## src/rtl/pfa_pkg.sv

```systemverilog
// Shared types and constants for the page frame allocator.
// Used by pfa_div, pfa_table and page_frame_allocator_top.
package pfa_pkg;

  localparam int NUM_FRAMES_DEF      = 64;
  localparam int RESERVED_FRAMES_DEF = 5;

  localparam int SIZE_W  = 10;
  localparam int PS_W    = 4;
  localparam int PID_W   = 8;
  localparam int IDX_W   = 6;
  localparam int CNT_W   = 7;
  // quotient plus the round-up bit, with one bit of headroom
  localparam int PAGES_W = 11;

  localparam logic [PS_W-1:0] PAGE_SIZE_RESET = 4'd5;

  typedef enum logic [1:0] {
    KIND_FREE   = 2'd0,
    KIND_SYSTEM = 2'd1,
    KIND_OWNED  = 2'd2
  } kind_t;

  typedef enum logic [1:0] {
    CMD_ALLOC   = 2'd0,
    CMD_RELEASE = 2'd1,
    CMD_READ    = 2'd2,
    CMD_NONE    = 2'd3
  } cmd_t;

  typedef enum logic [2:0] {
    ST_IDLE,
    ST_DIV,
    ST_SCAN,
    ST_READ,
    ST_OUT
  } state_t;

  typedef struct packed {
    kind_t             kind;
    logic [PID_W-1:0]  owner;
    logic [PS_W-1:0]   fill;
  } entry_t;

  typedef struct packed {
    logic              done;
    logic [SIZE_W-1:0] quot;
    logic [PS_W-1:0]   rem;
  } div_res_t;

endpackage

```

## src/rtl/pfa_div.sv

```systemverilog
// Restoring divider, one quotient bit per cycle: size units by page size.
// Depends on pfa_pkg.
module pfa_div import pfa_pkg::*; (
  input  logic              clk,
  input  logic              rst,
  input  logic              start,
  input  logic [SIZE_W-1:0] dividend,
  input  logic [PS_W-1:0]   divisor,
  output div_res_t          res
);

  localparam int STEP_W = $clog2(SIZE_W + 1);

  logic              busy;
  logic              done;
  logic [STEP_W-1:0] steps;
  logic [SIZE_W-1:0] quot;
  logic [PS_W-1:0]   rem;
  logic [PS_W-1:0]   dsr;
  logic [PS_W:0]     trial;
  logic              ge;

  always_comb begin
    trial = {rem, quot[SIZE_W-1]};
    ge    = (trial >= {1'b0, dsr});
  end

  always_ff @(posedge clk) begin
    if (rst) begin
      busy  <= 1'b0;
      done  <= 1'b0;
      steps <= '0;
    end else begin
      done <= 1'b0;
      if (start) begin
        busy  <= 1'b1;
        steps <= STEP_W'(SIZE_W);
      end else if (busy) begin
        steps <= steps - 1'b1;
        if (steps == STEP_W'(1)) begin
          busy <= 1'b0;
          done <= 1'b1;
        end
      end
    end
  end

  always_ff @(posedge clk) begin
    if (start) begin
      quot <= dividend;
      rem  <= '0;
      dsr  <= divisor;
    end else if (busy) begin
      quot <= {quot[SIZE_W-2:0], ge};
      // partial remainder stays below the divisor, so 4 bits hold it
      rem  <= ge ? PS_W'(trial - {1'b0, dsr}) : trial[PS_W-1:0];
    end
  end

  assign res.done = done;
  assign res.quot = quot;
  assign res.rem  = rem;

endmodule

```

## src/rtl/pfa_table.sv

```systemverilog
// Frame table memory: one write and one registered read port per cycle.
// Per-entry written bits make unwritten entries read as their reset value.
// Depends on pfa_pkg.
module pfa_table import pfa_pkg::*; #(
  parameter  int NUM_FRAMES      = NUM_FRAMES_DEF,
  parameter  int RESERVED_FRAMES = RESERVED_FRAMES_DEF,
  localparam int AW              = (NUM_FRAMES > 1) ? $clog2(NUM_FRAMES) : 1
) (
  input  logic          clk,
  input  logic          rst,
  input  logic [AW-1:0] raddr,
  output entry_t        rdata,
  input  logic          we,
  input  logic [AW-1:0] waddr,
  input  entry_t        wdata
);

  localparam int FIRST_SYS = (RESERVED_FRAMES >= NUM_FRAMES) ? 0
                             : NUM_FRAMES - RESERVED_FRAMES;

  entry_t                  mem [NUM_FRAMES];
  logic [NUM_FRAMES-1:0]   written;
  entry_t                  rd_mem;
  logic                    rd_written;
  logic                    rd_sys;

  always_ff @(posedge clk) begin
    if (we) begin
      mem[waddr] <= wdata;
    end
    rd_mem <= mem[raddr];
    rd_sys <= (32'(raddr) >= FIRST_SYS);
  end

  always_ff @(posedge clk) begin
    if (rst) begin
      written    <= '0;
      rd_written <= 1'b0;
    end else begin
      if (we) begin
        written[waddr] <= 1'b1;
      end
      rd_written <= written[raddr];
    end
  end

  always_comb begin
    if (rd_written) begin
      rdata = rd_mem;
    end else if (rd_sys) begin
      rdata = '{kind: KIND_SYSTEM, owner: '0, fill: PAGE_SIZE_RESET};
    end else begin
      rdata = '{kind: KIND_FREE, owner: '0, fill: '0};
    end
  end

endmodule

```

## src/rtl/page_frame_allocator_top.sv

```systemverilog
// Page frame allocator: first-fit frame table, one item at a time.
// Allocate runs the 10-step divider, then one table pass; a refused allocate skips the pass.
// Release makes one table pass, read does one table read, and cmd 3 goes straight to output.
// The next item is accepted only once the previous result has loaded; a stalled
// result holds the block in its output state. Synchronous reset clears the frame
// table at once and sets page size to 5.
module page_frame_allocator_top import pfa_pkg::*; #(
  parameter int NUM_FRAMES      = NUM_FRAMES_DEF,
  parameter int RESERVED_FRAMES = RESERVED_FRAMES_DEF
) (
  input  logic              clk,
  input  logic              rst,
  input  logic              cfg_we,
  input  logic [PS_W-1:0]   cfg_wdata,
  input  logic              in_valid,
  output logic              in_stall,
  input  logic [1:0]        cmd,
  input  logic [PID_W-1:0]  process_id,
  input  logic [SIZE_W-1:0] size_units,
  input  logic [IDX_W-1:0]  frame_index,
  output logic              out_valid,
  input  logic              out_stall,
  output logic              granted,
  output logic [CNT_W-1:0]  free_count,
  output logic [CNT_W-1:0]  frames_touched,
  output logic [1:0]        entry_kind,
  output logic [PID_W-1:0]  entry_owner,
  output logic [PS_W-1:0]   entry_fill
);

  localparam int AW        = (NUM_FRAMES > 1) ? $clog2(NUM_FRAMES) : 1;
  localparam int FW        = $clog2(NUM_FRAMES + 1);
  localparam int FIRST_SYS = (RESERVED_FRAMES >= NUM_FRAMES) ? 0
                             : NUM_FRAMES - RESERVED_FRAMES;

  state_t             state;
  state_t             state_next;
  logic [PS_W-1:0]    page_size;
  logic [PS_W-1:0]    ps_eff;
  cmd_t               op;
  cmd_t               cmd_in;
  logic [PID_W-1:0]   pid;
  logic [FW-1:0]      scan_idx;
  logic               pend;
  logic [AW-1:0]      pend_addr;
  logic [FW-1:0]      done_cnt;
  logic [PAGES_W-1:0] pages;
  logic [PAGES_W-1:0] pages_calc;
  logic [PS_W-1:0]    rem_r;
  logic [FW-1:0]      free_frames;
  logic               rd_oor;
  logic               res_granted;
  logic [FW-1:0]      res_touched;
  kind_t              res_kind;
  logic [PID_W-1:0]   res_owner;
  logic [PS_W-1:0]    res_fill;

  logic               accept;
  logic               div_start;
  logic               fit;
  logic               issue;
  logic               scan_end;
  logic               hit;
  logic               last_page;
  logic               out_free;
  div_res_t           div_res;
  logic [AW-1:0]      raddr;
  entry_t             rd;
  entry_t             wdata;

  pfa_div u_div (
    .clk      (clk),
    .rst      (rst),
    .start    (div_start),
    .dividend (size_units),
    .divisor  (ps_eff),
    .res      (div_res)
  );

  pfa_table #(
    .NUM_FRAMES      (NUM_FRAMES),
    .RESERVED_FRAMES (RESERVED_FRAMES)
  ) u_table (
    .clk   (clk),
    .rst   (rst),
    .raddr (raddr),
    .rdata (rd),
    .we    (hit),
    .waddr (pend_addr),
    .wdata (wdata)
  );

  assign in_stall = rst || (state != ST_IDLE);
  assign accept   = in_valid && !in_stall;
  assign cmd_in   = cmd_t'(cmd);
  assign ps_eff   = (page_size == '0) ? PS_W'(1) : page_size;
  assign out_free = !out_valid || !out_stall;
  assign raddr    = (state == ST_SCAN) ? scan_idx[AW-1:0] : AW'(frame_index);

  always_comb begin
    pages_calc = PAGES_W'(div_res.quot) + PAGES_W'(div_res.rem != '0);
    fit        = (pages_calc <= PAGES_W'(free_frames));
    issue      = (state == ST_SCAN) && (32'(scan_idx) < NUM_FRAMES);
    scan_end   = (state == ST_SCAN) && !issue && !pend;
    last_page  = (PAGES_W'(done_cnt) + PAGES_W'(1) == pages) && (rem_r != '0);
    if (op == CMD_ALLOC) begin
      hit   = pend && (rd.kind == KIND_FREE) && (PAGES_W'(done_cnt) < pages);
      wdata = '{kind: KIND_OWNED, owner: pid, fill: last_page ? rem_r : ps_eff};
    end else begin
      hit   = pend && (rd.kind == KIND_OWNED) && (rd.owner == pid);
      wdata = '{kind: KIND_FREE, owner: '0, fill: '0};
    end
  end

  always_ff @(posedge clk) begin
    if (rst) begin
      state <= ST_IDLE;
    end else begin
      state <= state_next;
    end
  end

  always_comb begin
    state_next = state;
    div_start  = 1'b0;
    unique case (state)
      ST_IDLE: begin
        if (accept) begin
          unique case (cmd_in)
            CMD_ALLOC: begin
              state_next = ST_DIV;
              div_start  = 1'b1;
            end
            CMD_RELEASE: state_next = ST_SCAN;
            CMD_READ:    state_next = ST_READ;
            default:     state_next = ST_OUT;
          endcase
        end
      end
      ST_DIV: begin
        if (div_res.done) begin
          state_next = fit ? ST_SCAN : ST_OUT;
        end
      end
      ST_SCAN: begin
        if (scan_end) begin
          state_next = ST_OUT;
        end
      end
      ST_READ: state_next = ST_OUT;
      ST_OUT: begin
        if (out_free) begin
          state_next = ST_IDLE;
        end
      end
      default: state_next = ST_IDLE;
    endcase
  end

  always_ff @(posedge clk) begin
    if (rst) begin
      page_size   <= PAGE_SIZE_RESET;
      free_frames <= FW'(FIRST_SYS);
      pend        <= 1'b0;
    end else begin
      if (cfg_we) begin
        page_size <= cfg_wdata;
      end
      pend <= issue;
      if (scan_end) begin
        if (op == CMD_ALLOC) begin
          free_frames <= free_frames - done_cnt;
        end else begin
          free_frames <= free_frames + done_cnt;
        end
      end
    end
  end

  always_ff @(posedge clk) begin
    if (accept) begin
      op          <= cmd_in;
      pid         <= process_id;
      scan_idx    <= '0;
      done_cnt    <= '0;
      rd_oor      <= !(32'(frame_index) < NUM_FRAMES);
      res_granted <= 1'b0;
      res_touched <= '0;
      res_kind    <= KIND_FREE;
      res_owner   <= '0;
      res_fill    <= '0;
    end
    if (state == ST_DIV && div_res.done) begin
      pages <= pages_calc;
      rem_r <= div_res.rem;
    end
    if (issue) begin
      scan_idx  <= scan_idx + 1'b1;
      pend_addr <= scan_idx[AW-1:0];
    end
    if (hit) begin
      done_cnt <= done_cnt + 1'b1;
    end
    if (scan_end) begin
      res_touched <= done_cnt;
      res_granted <= (op == CMD_ALLOC);
    end
    // out-of-table reads report a free frame
    if (state == ST_READ && !rd_oor) begin
      res_kind  <= rd.kind;
      res_owner <= (rd.kind == KIND_OWNED) ? rd.owner : '0;
      res_fill  <= rd.fill;
    end
  end

  always_ff @(posedge clk) begin
    if (rst) begin
      out_valid <= 1'b0;
    end else if (state == ST_OUT && out_free) begin
      out_valid <= 1'b1;
    end else if (!out_stall) begin
      out_valid <= 1'b0;
    end
  end

  always_ff @(posedge clk) begin
    if (state == ST_OUT && out_free) begin
      granted        <= res_granted;
      free_count     <= CNT_W'(free_frames);
      frames_touched <= CNT_W'(res_touched);
      entry_kind     <= res_kind;
      entry_owner    <= res_owner;
      entry_fill     <= res_fill;
    end
  end

`ifndef NO_ASSERTIONS
  a_free_bound: assert property (@(posedge clk) disable iff (rst)
    32'(free_frames) <= FIRST_SYS)
    else $error("free frame count above the non-system frame count");

  a_alloc_bound: assert property (@(posedge clk) disable iff (rst)
    (state == ST_SCAN && op == CMD_ALLOC) |-> (PAGES_W'(done_cnt) <= pages))
    else $error("allocate assigned more frames than pages requested");

  a_out_load: assert property (@(posedge clk) disable iff (rst)
    (state == ST_OUT && out_free) |=> (out_valid && state == ST_IDLE))
    else $error("finished item not moved to the output register");

  a_read_fields: assert property (@(posedge clk) disable iff (rst)
    (out_valid && entry_kind != KIND_FREE) |-> (!granted && frames_touched == '0))
    else $error("read result carries allocate or release fields");
`endif

endmodule

```

## config.mk

```make
export PLATFORM = sky130hd
export DESIGN_NAME = page_frame_allocator_top
export DESIGN_NICKNAME = d
export VERILOG_FILES = /design/src/rtl/pfa_pkg.sv /design/src/rtl/pfa_div.sv /design/src/rtl/pfa_table.sv /design/src/rtl/page_frame_allocator_top.sv
export SDC_FILE = /design/constraint.sdc
export NUM_CORES = 1
export LEC_CHECK = 0
export BUFFER_PORTS_ARGS = -buffer_cell sky130_fd_sc_hd__buf_2
export CORE_MARGIN = 5
export CORE_UTILIZATION = 44
export DETAILED_ROUTE_END_ITERATION = 7
export PLACE_DENSITY = 0.69
export SYNTH_ARGS = -nofsm -noshare
export SYNTH_HDL_FRONTEND = slang
export SYNTH_SLANG_ARGS = --single-unit
```

## constraint.sdc

```tcl
create_clock -name clk -period 5 [get_ports clk]
set_input_delay 0.5 -clock clk [delete_from_list [all_inputs] [get_ports clk]]
set_output_delay 0.5 -clock clk [all_outputs]
set_load 0.01 [all_outputs]
```

# Word level (Yosys, flattened, before mapping)
# Memory sizes are Yosys's and may differ from the RTL's. A register that Yosys moved wholly into a read port is not among the register bits.
# Cells that the tools add are included.
[totals] input_bits=35 reg_bits=202 n_memories=1 ramBits=896 out_inout_bits=31 wordCells=150
[mem_list] memory="u_table.mem" depth=64 word_bits=14 read_ports=1 rd_clocked_by_memory_dff=1 write_ports=1 line_no="pfa_table.sv:21" text="entry_t mem [NUM_FRAMES];"
[classes] mux=48 eq_ne=15 n_lt_le_gt_ge=8 n_reduce_logical=35 n_bitwise=2 add_sub_neg=8
[ops] operator="OR 64 bit" n=1
[ops] operator="2-to-1 mux 7 bit" n=5
[ops] operator="2-to-1 mux 14 bit" n=2
[ops] operator="2-to-1 mux 4 bit" n=7
[ops] operator="2-to-1 mux 8 bit" n=3
[ops] operator="2-to-1 mux 10 bit" n=2
[ops] operator="2-to-1 mux 1 bit" n=16
[ops] operator="2-to-1 mux 3 bit" n=5
[ops] operator="one-hot mux 3 bit (5 select lines)" n=1
[ops] operator="adder 7 x 1 -> 7 bit (second input constant)" n=2
[ops] operator="< comparator 6 x 7 -> 1 bit (second input constant)" n=2
[ops] operator="2-to-1 mux 13 bit" n=1
[ops] operator="logical AND 1 bit" n=12
[ops] operator="adder 10 x 1 -> 11 bit" n=1
[ops] operator="equality test 8 x 11 -> 1 bit" n=1
[ops] operator="less-or-equal comparator 11 x 7 -> 1 bit" n=1
[ops] operator="< comparator 7 x 11 -> 1 bit" n=1
[ops] operator="nonzero test 2 bit" n=5
[ops] operator="one-hot mux 3 bit (3 select lines)" n=1
[ops] operator="adder 7 x 1 -> 8 bit (second input constant)" n=1
[ops] operator="equality test 8 bit" n=1
[ops] operator="nonzero test 4 bit" n=2
[ops] operator="adder 7 bit" n=1
[ops] operator="< comparator 7 bit (second input constant)" n=1
[ops] operator="other kinds (28)" n=41

# Depth between registers and ports, before layout
# Gate-level depths: netlist of run 1.
[depth] word_depth=8 ltp_mapped=14

# Modules after synthesis
# A second synthesis of run 1 with hierarchy kept.
[hier_totals] cells_unflattened=2425 hier_area_um2=44074.8
[by_module_without_submodules] mod="pfa_table" seq_area_each_um2=28507.3 n_inst=1 cells_per_inst=1871 area_each_um2=37460.9
[by_module_without_submodules] mod="page_frame_allocator_top" seq_area_each_um2=3203.1 n_inst=1 cells_per_inst=458 area_each_um2=5451.5
[by_module_without_submodules] mod="pfa_div" seq_area_each_um2=620.6 n_inst=1 cells_per_inst=96 area_each_um2=1162.4

# Worst setup path before layout of run 1
# OpenSTA, ideal clock, no wires.
[synth_path] path_kind="flip-flop to flip-flop" from="register op[1]" to="register free_frames[6]" t_arrival_ps=3905 synth_period_minus_slack_ps=3976 setup_ps=71 path_slack_ps=1024 required_time_ps=4929 stages_incl_launch_ff=15 path_cell_list="edfxtp_1 or2_2 buf_2 inv_1 clkbuf_1 nor2_1 xnor2_1 ha_1 nor2b_1 o21ai_0 a21boi_0 o21ai_0 a21oi_1 or4_1 a21oi_1"
[synth_between] elab_chain_cells=2
[synth_lines] element="start: declaration" line_no="page_frame_allocator_top.sv:40" text="cmd_t op;"
[synth_lines] element="start signal: assignment" line_no="page_frame_allocator_top.sv:182" text="op <= cmd_in;"
[synth_lines] element="logical NOT 2 bit" line_no="page_frame_allocator_top.sv:171" text="if (op == CMD_ALLOC) begin"
[synth_lines] element="2-to-1 mux 7 bit" line_no="page_frame_allocator_top.sv:171"
[synth_lines] element="end signal: assignment" line_no="page_frame_allocator_top.sv:163" text="free_frames <= FW'(FIRST_SYS);"
[synth_lines] element="end signal: assignment" line_no="page_frame_allocator_top.sv:172" text="free_frames <= free_frames - done_cnt;"
[synth_lines] element="end signal: assignment" line_no="page_frame_allocator_top.sv:174" text="free_frames <= free_frames + done_cnt;"
[synth_lines] element="end: declaration" line_no="page_frame_allocator_top.sv:50" text="logic [FW-1:0] free_frames;"
# No other way between the ends.
# A chain may end at the register's enable or synchronous reset.

# Worst setup path after layout of run 1
[layout_path] from="register state[1]" to="register, netlist name u_table.rd_mem[13]"
[layout_between] elab_chain_cells=2
[layout_lines] element="start: declaration" line_no="page_frame_allocator_top.sv:36" text="state_t state;"
[layout_lines] element="start signal: assignment" line_no="page_frame_allocator_top.sv:119" text="state <= state_next;"
[layout_lines] element="equality test 3 x 2 -> 1 bit" line_no="page_frame_allocator_top.sv:98" text="assign raddr = (state == ST_SCAN) ? scan_idx[AW-1:0] : AW'(frame_index);"
[layout_lines] element="2-to-1 mux 6 bit" line_no="page_frame_allocator_top.sv:98"
# No other way between the ends.

==> results of run 1 <==
## metal layers
metal	up-vias	share of wire, %	global-route usage [%]
met2	1513	47	36.04
met4	6	4.0	8.417
met3	255	11	5.573
li1	12140	-	-
met1	13630	38	29.61
met5	-	0.035	0
## placed cells by master, fill, tap and decap left out, types with 23 or more instances in the layout
cell type,instances
ha_1,35
buf_2,65
a31oi_1,39
nand2_1,657
edfxtp_1,942
inv_1,62
dfxtp_1,105
a21oi_1,79
a22oi_1,25
nor3_2,64
o21ai_0,25
o2bb2ai_1,50
nor2_1,59
clkbuf_1,23
clkbuf_16,106
buf_4,124
nand3_1,332
mux2i_1,164
a211oi_1,42
## logic make-up after synthesis
kind of cell	synth area share, %
compound gates	6.321
xor+xnor	0.8399
fa+ha+maj	1.118
buf+inv	2.967
flops	71.08
mux	4.911
simple gates	12.77
## power by group
part,switching (mW),total [mW],internal (mW)
combinational,1.36,1.95,0.589
sequential,0.139,9.76,9.63
clock,3.30,7.96,4.66
total,4.80,19.7,14.9
## stage by stage
stage          cells  total power [mW]  hold WS [ns]
2_1_floorplan   3197             11.11        0.4003
3_3_place_gp    4468             11.81        0.4011
3_5_place_dp    4468             11.84        0.4054
4_1_cts         4669             19.72       0.01614
5_1_grt         4670             20.27       0.02371
6_report        4670             19.67       0.03131
## registers in the layout (all words and copies together) (netlist names), 8 cells and up
signal	cells
u_table.mem	832
pages	11
entry_owner	8
pid	8
u_table.rd_mem	13
res_owner	8
u_table.written	64
u_div.quot	10
## final timing paths
kind / start / slack, ns / endpoint
min: process_id[4] / 0.03 / pid[4]
max reg2reg: state[1] / 0.91 / u_table.rd_mem[13]
max: state[1] / 0.91 / u_table.rd_mem[13]
min reg2reg: res_touched[5] / 0.42 / frames_touched[5]
## area by class of cell
class | count | area (um2)
Antenna cell | 1 | 2.502
Clock buffer | 139 | 2877
Clock inverter | 56 | 623.1
Fill cell | 7955 | 47830
Inverter | 64 | 240.2
Multi-Input combinational cell | 1885 | 11550
Sequential cell | 1047 | 30390
Tap cell | 1276 | 1597
Timing Repair Buffer | 202 | 1456
## what timing repair did
action / in CTS / in global routing
resized for setup: 0 / 0
setup buffers: 0 / 0
endpoints found under the hold margin: 6 / 0
hold buffers: 6 / 0
## critical path, delay by kind of cell (launching register included)
family / cells / cell delay, ns
AND/OR/NAND/NOR: 2 / 1.57
AO/OA/AOI/OAI: 3 / 1.13
multiplexers: 2 / 0.65
flip-flops: 1 / 0.57
==> impl_metrics.tcl, run 1 <==
set metrics [dict create \
    status "complete, no violations" \
    hp-class "primary input to flop" \
    crit_slowest_cell "nor4_1" \
    antenna_found_initial 9 \
    rsz0062_at_grt "no" \
    grt_overflow_total 0 \
    async_flop_share_pct 0 \
    synth_warnings 0 \
    crit_path_frequent_cell "mux2i_1" \
    synth_edf_count 942 \
    synth_area_mm2 0.04275 \
    grt_max_degree 124 \
    synth_seq_cells 1047 \
    clk_latency_ns 0.68 \
    fin_skew_ns 0.02448 \
    worst-setup-path-type "flop to flop" \
    max-cap-violations 0 \
    yosysSeqAreaShare_pct 71.08 \
    dr.pass1.iters 6 \
    ant_nets 0 \
    crit_path_start_kind "flop" \
    syn-num-nets 3269 \
    io_buffers 65 \
    synthFlopType "edfxtp_1" \
    rows 114 \
    netlist.area_leader.share_pct 66.16 \
    tns_ns 0 \
    required_ns 5.54 \
    cpPeakStageDelay_ns 0.84 \
    first_global_vias 26730 \
    start_util_pct 44.28 \
    p_leak_nw 16.97 \
    cts_root_buffer "clkbuf_16" \
    syn_area_per_cell_um2 13.37 \
    fp.dieH_um 321.7 \
    core_area_mm2 0.09657 \
    vdd_drop_max_mv 0.3018 \
    drtIter0Drc 3592 \
    ios 66 \
    min_path_cells 1 \
    numCtsBuffers 104 \
    placed_area_mm2 0.04517 \
    synth_common_cells "942 x edfxtp_1, 657 x nand2_1, 332 x nand3_1" \
    cts.sinks 1047 \
    gp_congestion 0.9080 \
    max_clock_freq_mhz 244.3 \
    synthMostInstantiatedCell "edfxtp_1" \
    setup_viol 0 \
    cts_buffer_depth 3 \
    cts-htree-levels 3 \
    crit_fanout 44 \
    worst-endpoint-arrival_ns 4.64 \
    min_period_ns 4.094 \
    die_width_um 321.7 \
    drc 0 \
    drt-total-wl_mm 118.6 \
    cts_tree "done" \
    post-route-period-util_pct 81.88 \
    final_core_util_pct 50.47 \
    cp-end-kind "flop" \
    avgViaCountPerCell 5.899 \
    ys_types 70 \
    grt_usage_pct 22.37 \
    wl_per_cell_um 25.41 \
    nets 3376 \
    path_clk_slew_ns 0.06 \
    reg2regPathDepth 7 \
    area_growth_pct 13.98 \
    drive_gt1_share_pct 13.94 \
    cp_cell_sequence "and4bb_2, a21o_4, mux2i_1, a211oi_1, nor4_1, mux2i_1, a22o_1" \
    setup_slack_ns 0.9062 \
    worstMarginPinSlew_ns 1.089 \
    p_per_area_mw_per_mm2 403.7 \
    hold_violations 0 \
    dpl.hpwl_mm 72.11 \
    grt_pass1_wl_mm 174.6 \
    yosysTopAreaCell "edfxtp_1" \
    num_vias 27550 \
    dieArea_mm2 0.1035 \
    synthCells 3197 \
    slew_violations 0 \
    synth.area.top_cells "edfxtp_1 66%, nand2_1 5.8%, dfxtp_1 4.9%" \
    design_area_mm2 0.04873 \
    slew_headroom_pct 26.76 \
    dpl_worst_slack_ns 1.072 \
]
Note: power is estimated with default switching activity, not from simulation.
==> run 2: changes to the inputs <==
PLACE_DENSITY = 0.71   (was 0.69)
clock period = 3.6 ns   (was 5 ns; I/O delays follow)
==> impl_metrics.tcl, run 2 (synthesized netlist as in run 1, its figures left out) <==
set metrics [dict create \
    wl_per_cell_um 25.17 \
    tns_ns 0 \
    max-cap-violations 0 \
    rrSetupSlack_ns 0.13 \
    grt_pass1_wl_mm 174.5 \
    hp-class "primary input to flop" \
    grt_max_degree 65 \
    p_leak_nw 17.52 \
    dieArea_mm2 0.1035 \
    drc 0 \
    max_clock_freq_mhz 288.1 \
    cts_buffer_depth 3 \
    die_width_um 321.7 \
    p_per_area_mw_per_mm2 547.7 \
    slew_violations 0 \
    rows 114 \
    final_core_util_pct 51.62 \
    placed_cells 4545 \
    setup_viol 0 \
    slew_headroom_pct 23.48 \
    dpl.hpwl_mm 74.26 \
    crit_fanout 26 \
    area_growth_pct 16.58 \
    worstMarginPinSlew_ns 1.145 \
    clk_latency_ns 0.70 \
    drive_gt1_share_pct 15.80 \
    drt-total-wl_mm 120.1 \
    fillers 7823 \
    numCtsBuffers 104 \
    cts-htree-levels 3 \
    dpl_worst_slack_ns 0.09306 \
    post-route-period-util_pct 96.41 \
    cts.sinks 1047 \
    status "complete, no violations" \
    fin_skew_ns 0.05533 \
    required_ns 4.08 \
    layout_common_cells "942 x edfxtp_1, 657 x nand2_1, 332 x nand3_1" \
    crit_path_start_kind "flop" \
    top_regs "u_table.mem (832), u_table.written (64), u_table.rd_mem (13)" \
    min_period_ns 3.471 \
    largest_reg_flops 832 \
    gp_congestion 0.9113 \
    worst-setup-path-type "flop to flop" \
    setup_slack_ns 0.1291 \
    fp.dieH_um 321.7 \
    core_area_mm2 0.09657 \
    nets 3481 \
    cts_root_buffer "clkbuf_16" \
    finalNonFillerCells 4773 \
    grt_usage_pct 22.27 \
    totalPowerFinal_mw 27.30 \
    num_vias 28180 \
    dr.pass1.iters 5 \
    path_clk_slew_ns 0.06 \
    start_util_pct 44.28 \
    io_buffers 65 \
    worst-endpoint-arrival_ns 3.95 \
    fin_hold_ws_ns 0.04238 \
    antenna_found_initial 6 \
    placed_area_mm2 0.04606 \
    design_area_mm2 0.04984 \
    avgViaCountPerCell 5.903 \
    top_register "u_table.mem" \
    first_global_vias 27370 \
    drtIter0Drc 3724 \
    ios 66 \
    final_common_cell "edfxtp_1" \
    cp-end-kind "flop" \
    ant_nets 0 \
    cts_tree "done" \
    vdd_drop_max_mv 0.4183 \
    hold_violations 0 \
    grt_overflow_total 0 \
]
## run 2: cell types whose count changed in the layout (fill, tap and decap cells not counted), sizes merged, moves of 3 or more
| cell | previous run | this run |
|---|---|---|
| buf | 196 | 275 |
| clkbuf | 139 | 134 |
| dlygate4sd3 | 6 | 28 |
| diode | 1 | 4 |
| bufinv | 12 | 9 |
## run 2: worst max-delay path, stage by stage (launching register included)
cell and delay [ns]:
edfxtp_1 0.49, inv_1 0.12, ha_1 0.30, nor4_1 0.28, nand4_1 0.15, nor4_1 0.24, nand3_1 0.31, mux2i_4 0.38
nor2_4 0.57, buf_4 0.40
## run 2: layer usage
layer	vias to the layer above	routed length [um]	global-route usage [%]
li1	12350	-	-
met1	13780	44810	29.25
met2	1681	55150	35.13
met3	359	13380	5.146
met4	4	6743	11.00
met5	-	61	0
## run 2: power by group
| group | leakage (nW) | switching, mW | internal (mW) |
|---|---|---|---|
| Sequential | 9.53 | 0.161 | 13.4 |
| Combinational | 6.34 | 1.99 | 0.985 |
| Clock | 1.65 | 4.64 | 6.15 |
## run 2: repair_timing
item	CTS	global route
endpoints found under the hold margin	24	0
hold buffers	28	0
setup buffers	0	2
resized for setup	0	7
setup endpoints to repair	0	31
## run 2: final timing paths
| path | startpoint | end | cells after the start |
|---|---|---|---|
| setup / recovery | done_cnt[0] | u_table.mem[58][3] | 9 |
| setup reg to reg | done_cnt[0] | u_table.mem[58][3] | 9 |
| hold reg to reg | res_owner[3] | entry_owner[3] | 0 |
| hold / removal | size_units[0] | u_div.quot[0] | 3 |
## run 2: final cells by class
class,count,area [um2],share of cell area [%]
Antenna cell,4,10.01,0.02008
Clock buffer,133,2795,5.608
Clock inverter,57,600.6,1.205
Inverter,64,240.2,0.4820
Multi-Input combinational cell,1888,11580,23.23
Sequential cell,1047,30390,60.97
Tap cell,1276,1597,3.203
Timing Repair Buffer,304,2635,5.287
